==> src/sv/stuffed_frame_receiver_crc8_assert.svh <==
// Assertion macros for the stuffed frame receiver.
// Included by stuffed_frame_receiver_crc8, which checks its own logic; no other dependencies.
`ifndef STUFFED_FRAME_RECEIVER_CRC8_ASSERT_SVH
`define STUFFED_FRAME_RECEIVER_CRC8_ASSERT_SVH

`ifndef SYNTHESIS

// Implication checked on every clock edge outside reset.
`define SFRC_ASSERT_IMPL(label, ante, cons, msg) \
  label: assert property (@(posedge clk) disable iff (rst) (ante) |-> (cons)) \
    else $error(msg);

// Condition that must hold on every clock edge outside reset.
`define SFRC_ASSERT_ALWAYS(label, cond, msg) \
  label: assert property (@(posedge clk) disable iff (rst) (cond)) \
    else $error(msg);

`else

`define SFRC_ASSERT_IMPL(label, ante, cons, msg)
`define SFRC_ASSERT_ALWAYS(label, cond, msg)

`endif

`endif

==> src/sv/sfrc_pkg.sv <==
// Package for the stuffed frame receiver: protocol byte codes and the check step.
// No dependencies; imported by stuffed_frame_receiver_crc8.
`default_nettype none

package sfrc_pkg;

  localparam logic [7:0] SYNC_ESC   = 8'hD7;  // first byte of the start pair
  localparam logic [7:0] SYNC_START = 8'h29;  // second byte of the start pair
  localparam logic [7:0] STUFF_BYTE = 8'h00;  // stuffing byte after an escape
  localparam logic [7:0] CHK_POLY   = 8'h3C;

  localparam logic [7:0] POS_ADDR  = 8'd3;
  localparam logic [7:0] POS_CMD   = 8'd4;
  localparam logic [7:0] POS_LEN   = 8'd5;
  localparam logic [7:0] POS_START = 8'd2;    // index reported for a start pair
  localparam logic [7:0] HDR_LEN   = 8'd6;

  // One step of the check: xor in the byte, rotate right, fold in the
  // polynomial when the new top bit is set.
  function automatic logic [7:0] chk_step(input logic [7:0] c, input logic [7:0] b);
    logic [7:0] x;
    x = c ^ b;
    x = {x[0], x[7:1]};
    if (x[7]) begin
      x = x ^ CHK_POLY;
    end
    return x;
  endfunction

endpackage

`default_nettype wire

==> src/sv/stuffed_frame_receiver_crc8.sv <==
// Stuffed frame receiver with an 8-bit rotate-and-xor check.
// Depends on sfrc_pkg and the assertion macros in stuffed_frame_receiver_crc8_assert.svh.
//
//   Channel   Handshake              Payload
//   -------   --------------------   ---------------------------------------------
//   input     in_valid / in_ready    rx_byte
//   output    out_valid / out_ready  byte_kept, kept_value, kept_position,
//                                    frame_end, check_match, address_match,
//                                    frame_command, payload_length, overflow_drop
//   config    cfg_write_en           cfg_write_data (device_address)
//
// Each item passes through two registers: the input register holds the received
// byte, and the frame state plus the result register update together when it
// moves on. out_valid rises when the item moves from the input register into the
// result register, which an output stall can delay. One item is taken per cycle
// as long as out_ready is high, because the whole decode, with its single check
// step on the frame state loop, fits between the two registers. A stall on the
// output holds both registers, and the input still takes an item while its
// register is empty.
// Synchronous active-high reset clears the frame state and both valid flags
// and loads device_address with 5.
`default_nettype none
`include "stuffed_frame_receiver_crc8_assert.svh"

module stuffed_frame_receiver_crc8
  import sfrc_pkg::*;
#(
  parameter int unsigned COUNT_LIMIT = 250
) (
  input  wire logic       clk,
  input  wire logic       rst,
  input  wire logic       cfg_write_en,
  input  wire logic [7:0] cfg_write_data,
  input  wire logic       in_valid,
  output logic            in_ready,
  input  wire logic [7:0] rx_byte,
  output logic            out_valid,
  input  wire logic       out_ready,
  output logic            byte_kept,
  output logic [7:0]      kept_value,
  output logic [7:0]      kept_position,
  output logic            frame_end,
  output logic            check_match,
  output logic            address_match,
  output logic [7:0]      frame_command,
  output logic [7:0]      payload_length,
  output logic            overflow_drop
);

  localparam logic [7:0] LIMIT = 8'(COUNT_LIMIT);

  // Configuration register.
  logic [7:0] device_address;

  // Input register.
  logic       in_full;
  logic [7:0] in_byte;

  // Frame state.
  logic [7:0] byte_count,        byte_count_next;
  logic       escape_pending,    escape_pending_next;
  logic       start_seen,        start_seen_next;
  logic [7:0] length_field,      length_field_next;
  logic [7:0] check_running,     check_running_next;
  logic [7:0] check_before_last, check_before_last_next;
  logic [7:0] header_address,    header_address_next;
  logic [7:0] header_command,    header_command_next;

  // Decode results for the byte in the input register.
  logic       kept, do_store, fend, cm, am, ovf;
  logic [7:0] kpos;
  logic       advance;

  // The input register moves on whenever the result register is free or
  // being emptied in this cycle.
  assign advance  = !out_valid || out_ready;
  assign in_ready = !in_full || advance;

  always_ff @(posedge clk) begin
    if (rst) begin
      device_address <= 8'd5;
    end else if (cfg_write_en) begin
      device_address <= cfg_write_data;
    end
  end

  always_ff @(posedge clk) begin
    if (rst) begin
      in_full <= 1'b0;
    end else if (in_ready) begin
      in_full <= in_valid;
    end
  end

  always_ff @(posedge clk) begin
    if (in_valid && in_ready) begin
      in_byte <= rx_byte;
    end
  end

  // Frame decode for one byte. The overrun test comes first; otherwise the
  // byte is classified as escape, start, stuffing or ordinary data, stored
  // where the protocol keeps it, and the end of frame is judged on the
  // updated count and length.
  always_comb begin
    byte_count_next        = byte_count;
    escape_pending_next    = escape_pending;
    start_seen_next        = start_seen;
    length_field_next      = length_field;
    check_running_next     = check_running;
    check_before_last_next = check_before_last;
    header_address_next    = header_address;
    header_command_next    = header_command;
    kept     = 1'b0;
    do_store = 1'b0;
    kpos     = 8'd0;
    fend     = 1'b0;
    cm       = 1'b0;
    am       = 1'b0;
    ovf      = 1'b0;

    if (byte_count > LIMIT) begin
      // The count ran past the limit: drop the byte and start over.
      byte_count_next        = 8'd0;
      check_running_next     = 8'd0;
      check_before_last_next = 8'd0;
      ovf                    = 1'b1;
    end else begin
      if (in_byte == SYNC_ESC) begin
        do_store            = 1'b1;
        escape_pending_next = 1'b1;
      end else if (in_byte == SYNC_START) begin
        if (escape_pending) begin
          // A start pair reloads the frame as 00 D7 29.
          check_before_last_next = chk_step(chk_step(8'd0, STUFF_BYTE), SYNC_ESC);
          check_running_next     = chk_step(check_before_last_next, SYNC_START);
          byte_count_next        = POS_ADDR;
          start_seen_next        = 1'b1;
          kept                   = 1'b1;
          kpos                   = POS_START;
        end else begin
          do_store = 1'b1;
        end
        escape_pending_next = 1'b0;
      end else if (in_byte == STUFF_BYTE) begin
        if (escape_pending) begin
          escape_pending_next = 1'b0;
        end else begin
          do_store = 1'b1;
        end
      end else if (start_seen) begin
        do_store            = 1'b1;
        escape_pending_next = 1'b0;
      end

      if (do_store) begin
        kept = 1'b1;
        kpos = byte_count;
        if (byte_count == POS_ADDR) begin
          header_address_next = in_byte;
        end
        if (byte_count == POS_CMD) begin
          header_command_next = in_byte;
        end
        if (byte_count == POS_LEN) begin
          length_field_next = in_byte;
        end
        check_before_last_next = check_running;
        check_running_next     = chk_step(check_running, in_byte);
        byte_count_next        = byte_count + 8'd1;
      end

      // The sum is taken at nine bits so that a long length never wraps.
      if (byte_count_next > HDR_LEN &&
          {1'b0, byte_count_next} == {1'b0, HDR_LEN} + {1'b0, length_field_next}) begin
        fend = 1'b1;
        cm   = kept && (check_before_last_next == in_byte);
        am   = (header_address_next == device_address);
        escape_pending_next    = 1'b0;
        start_seen_next        = 1'b0;
        byte_count_next        = 8'd0;
        check_running_next     = 8'd0;
        check_before_last_next = 8'd0;
      end
    end
  end

  always_ff @(posedge clk) begin
    if (rst) begin
      byte_count        <= 8'd0;
      escape_pending    <= 1'b0;
      start_seen        <= 1'b0;
      length_field      <= 8'd0;
      check_running     <= 8'd0;
      check_before_last <= 8'd0;
      header_address    <= 8'd0;
      header_command    <= 8'd0;
    end else if (in_full && advance) begin
      byte_count        <= byte_count_next;
      escape_pending    <= escape_pending_next;
      start_seen        <= start_seen_next;
      length_field      <= length_field_next;
      check_running     <= check_running_next;
      check_before_last <= check_before_last_next;
      header_address    <= header_address_next;
      header_command    <= header_command_next;
    end
  end

  // Result register.
  always_ff @(posedge clk) begin
    if (rst) begin
      out_valid <= 1'b0;
    end else if (advance) begin
      out_valid <= in_full;
    end
  end

  always_ff @(posedge clk) begin
    if (in_full && advance) begin
      byte_kept      <= kept;
      kept_value     <= kept ? in_byte : 8'd0;
      kept_position  <= kpos;
      frame_end      <= fend;
      check_match    <= cm;
      address_match  <= fend && am;
      frame_command  <= header_command_next;
      payload_length <= length_field_next;
      overflow_drop  <= ovf;
    end
  end

  // A frame can only end on a byte that was stored.
  `SFRC_ASSERT_IMPL(a_end_needs_kept, out_valid && frame_end, byte_kept,
                    "frame end reported on a byte that was not stored")
  // An overrun drops the byte and never closes a frame.
  `SFRC_ASSERT_IMPL(a_ovf_drops, out_valid && overflow_drop, !byte_kept && !frame_end,
                    "overrun item stored a byte or ended a frame")
  // Comparison flags are only meaningful at a frame end.
  `SFRC_ASSERT_IMPL(a_match_at_end, out_valid && (check_match || address_match), frame_end,
                    "match flag raised outside a frame end")
  // The count never climbs more than one past the limit.
  `SFRC_ASSERT_ALWAYS(a_count_bound, {1'b0, byte_count} <= {1'b0, LIMIT} + 9'd1,
                      "byte count ran beyond the overrun limit")
  // The frame state only changes when an item leaves the input register.
  `SFRC_ASSERT_IMPL(a_state_hold, !(in_full && advance),
                    ##1 ($stable(byte_count) && $stable(check_running)),
                    "frame state changed without an item moving on")

endmodule

`default_nettype wire
==> config.mk <==
export PLATFORM = sky130hd
export DESIGN_NAME = stuffed_frame_receiver_crc8
export DESIGN_NICKNAME = d
export VERILOG_FILES = /design/src/sv/sfrc_pkg.sv /design/src/sv/stuffed_frame_receiver_crc8.sv
export VERILOG_INCLUDE_DIRS = /design/src /design/src/sv
export SDC_FILE = /design/constraint.sdc
export NUM_CORES = 1
export LEC_CHECK = 0
export ABC_AREA = 0
export ABC_CLOCK_PERIOD_IN_PS = 13300
export BUFFER_PORTS_ARGS = -buffer_cell sky130_fd_sc_hd__buf_2
export CAP_MARGIN = 0
export CORE_MARGIN = 2
export CORE_UTILIZATION = 63
export CTS_CLUSTER_SIZE = 8
export DETAILED_ROUTE_END_ITERATION = 12
export GPL_TIMING_DRIVEN = 1
export PLACE_DENSITY_LB_ADDON = 0.15
export SLEW_MARGIN = 30
export SYNTH_ARGS = -nofsm -noshare
export SYNTH_HDL_FRONTEND = slang
export SYNTH_SLANG_ARGS = --single-unit
==> constraint.sdc <==
create_clock -name clk -period 13.3 [get_ports clk]
set_input_delay 0.665 -clock clk [delete_from_list [all_inputs] [get_ports clk]]
set_output_delay 0.665 -clock clk [all_outputs]
set_load 0.05 [all_outputs]
==> flow_summary.json <==
{
  "status": "finished, final reports clean",
  "drtPass1Iterations": 5,
  "finalClockSkew_ns": 0.0127,
  "grt_util_all_layers": 0.300,
  "syn_area_mm2": 0.00510,
  "dpl_worst_slack_ns": 8.27,
  "clock.fmax_ghz": 0.194,
  "max-slew-margin-rel": 0.349,
  "syn_inst": 548,
  "setup_viol": 0,
  "root_buffer": "clkbuf_8",
  "maxCapViolCount": 0,
  "clock_sinks": 100,
  "worstSetupPathDepth": 15,
  "leakage_nw": 2.18,
  "crit_chain": "or4_4 -> a211o_1 -> mux2_4 -> nor2_8 -> mux2i_1 -> ha_1 -> nand2_1 -> nor2b_1 -> o21ai_0 -> o221ai_2 -> o2111ai_1 -> and3_1 -> or3_1 -> or2_1 -> nor4_4",
  "cts_tree": "done",
  "ant_nets": 0,
  "holdPathStages": 2,
  "core-area_mm2": 0.00777,
  "area_growth_syn_to_layout_pct": 10.3,
  "clk_path_buf_depth": 2,
  "hold_buffers": 0,
  "ios": 60,
  "crit_type": "reg2reg",
  "wire_per_inst_um": 18.1,
  "grt_pass1_wl_mm": 20.6,
  "fin_setup_tns_ns": 0,
  "power_density_mw_per_mm2": 114,
  "synth_edf_count": 45,
  "vias_per_cell": 6.17,
  "max-vdd-ir-drop_mv": 0.106,
  "synthArstFlopShare": 0,
  "hp-class": "reg2reg",
  "rsz0062_at_grt": "no",
  "num_vias": 4254,
  "final_cells": 690,
  "fin_crit_sh": 0.388,
  "grt_overflow_total": 0,
  "fin_crit_ns": 5.16,
  "synth.distinct_cells": 58,
  "fin_ws_ns": 8.14,
  "required_ns": 13.50,
  "critPathCapture": "address_match$_DFFE_PP_",
  "slew_viol_final": 0,
  "drc": 0,
  "final_common_cell": "nand2_1",
  "dp_cells": 674,
  "grt_pass1_vias": 4193,
  "hold_viol": 0,
  "syn_area_per_cell_um2": 9.30,
  "routabilityCongestion": 0.901,
  "drtIter0Drc": 333,
  "yosysSeqAreaShare": 0.481,
  "crit_path_max_incr_delay_ns": 0.62,
  "cp_max_fo": 23,
  "dieWidth_um": 94.0,
  "cp_top_family": "simple AND/OR/NAND/NOR gates",
  "end_kind": "flop",
  "yosys.area.top_type": "edfxtp_1",
  "worstReg2RegEnd": "address_match$_DFFE_PP_",
  "initial_core_util": 0.656,
  "drive_gt1_frac": 0.158,
  "cp-start-kind": "flop",
  "clk_pin_slew_ns": 0.11,
  "die_h_um": 94.0,
  "clk_latency_ns": 0.37,
  "worst_pin_slew_ns": 0.973,
  "worst-r2r-setup-slack_ns": 8.14,
  "crit-reg2reg-launch": "in_byte[1]$_DFFE_PP_",
  "synth.top_cell.area_share": 0.265,
  "crit_slowest_cell": "or4_4",
  "ys_warn_count": 0,
  "critical_path_buf_inv_count": 0,
  "rows": 32,
  "antenna_found_initial": 0,
  "synthFlopType": "dfxtp_1",
  "cts_resized": 0,
  "antenna_cells": 0,
  "crit_start": "in_byte[1]$_DFFE_PP_",
  "final_cell_mix": "80 x nand2_1, 59 x nor2_1, 59 x buf_2, 55 x dfxtp_1, 45 x edfxtp_1",
  "arrival_ns": 5.36,
  "reg2regPathDepth": 15,
  "routed_wl_mm": 12.5,
  "fin_nets": 609,
  "grt_max_degree": 43,
  "io_buffers": 59,
  "die_area_mm2": 0.00883,
  "cts_setup_buffers": 0,
  "syn_nets": 574,
  "h-tree-depth": 3,
  "cts_buffers": 9,
  "ys_ff_latch": 100,
  "synthTopCellsByArea": "edfxtp_1 27%, dfxtp_1 22%, nand2_1 5.9%, nor2_1 4.3%, mux2i_1 4.3%",
  "hpwl_mm": 8.46
}
logic make-up after synthesis:
kind of cell | Yosys count | synth area share
DFF | 100 | 0.481
AOI/OAI and AO/OA | 103 | 0.133
and+or+nand+nor | 226 | 0.211
xor gates and xnor gates | 36 | 0.0618
adders and majority gates | 5 | 0.0123
muxes | 29 | 0.0594
buffers and inverters | 49 | 0.0410
final cells by class:
cell class	instances	area, um2
fillers	605	2140
multi-input cells	399	2440
well taps	102	128
inverters	10	37.5
clock inverters	7	119
flip-flops and latches	100	2450
repair buffers	63	325
clock buffers	9	124
stage by stage:
| stage | utilization | total power, mW | area [um2] | hold WS [ns] |
|---|---|---|---|---|
| detailed placement | 0.693 | 0.417 | 5380 | 0.447 |
| floorplan | - | 0.399 | 5100 | 0.427 |
| CTS | 0.724 | 0.642 | 5620 | 0.459 |
| finish | 0.724 | 0.641 | 5620 | 0.462 |
| global route | 0.724 | 0.662 | 5620 | 0.463 |
| global placement | 0.693 | 0.416 | 5380 | 0.441 |
power breakdown:
| part | internal, mW | switching [mW] |
|---|---|---|
| clock network | 0.112 | 0.118 |
| logic | 0.0202 | 0.0476 |
| registers | 0.332 | 0.0112 |
| total | 0.464 | 0.177 |
metal layers:
metal	part of all wire	up-vias	global-route usage
met5	0	-	0
met4	0.027	0	0.110
met3	0.084	34	0.0578
met2	0.46	217	0.486
met1	0.43	2002	0.401
li1	-	2001	-
worst min-delay path by stage:
stage                                 startpoint                                 to  slack [ns]
6_report          header_address[3]$_SDFFE_PP0P_     header_address[3]$_SDFFE_PP0P_        0.46
5_1_grt                               rx_byte[0]               in_byte[0]$_DFFE_PP_        0.46
4_1_cts                               rx_byte[0]               in_byte[0]$_DFFE_PP_        0.46
3_5_place_dp      header_address[5]$_SDFFE_PP0P_     header_address[5]$_SDFFE_PP0P_        0.45
3_3_place_gp      header_address[2]$_SDFFE_PP0P_     header_address[2]$_SDFFE_PP0P_        0.44
2_1_floorplan  check_before_last[3]$_SDFFE_PP0P_  check_before_last[3]$_SDFFE_PP0P_        0.43
state kept, by name, summed over array words and instances (netlist names), 3 cells and up:
register	cells
in_byte	8
length_field	8
check_running	8
kept_position	8
header_command	8
byte_count	8
check_before_last	3
header_address	8
kept_value	8
device_address	8
frame_command	8
payload_length	8
Yosys cell counts, types with 4 or more instances:
cell type / instances
nand2b_1: 4
nor3_1: 16
xnor2_1: 15
o21ai_0: 21
or3_1: 4
a32o_1: 4
nand2_1: 80
o211ai_1: 5
xor2_1: 21
mux2_2: 6
and2_1: 8
a211oi_1: 5
inv_1: 10
ha_1: 5
buf_2: 8
dfxtp_1: 55
mux2i_1: 22
and3_1: 11
a21oi_1: 30
nand4_1: 12
nor2b_1: 7
nor2_1: 59
o2bb2ai_1: 8
edfxtp_1: 45
clkbuf_1: 26
nand3_1: 12
worst reg2reg max path, delay by kind of cell (launching register included):
kind	cells	cell delay [ns]
mux	2	0.84
compound gates	4	0.67
fa+ha+maj	1	0.31
flops	1	0.61
simple gates	8	2.59
Note: power is estimated with default switching activity, not from simulation.
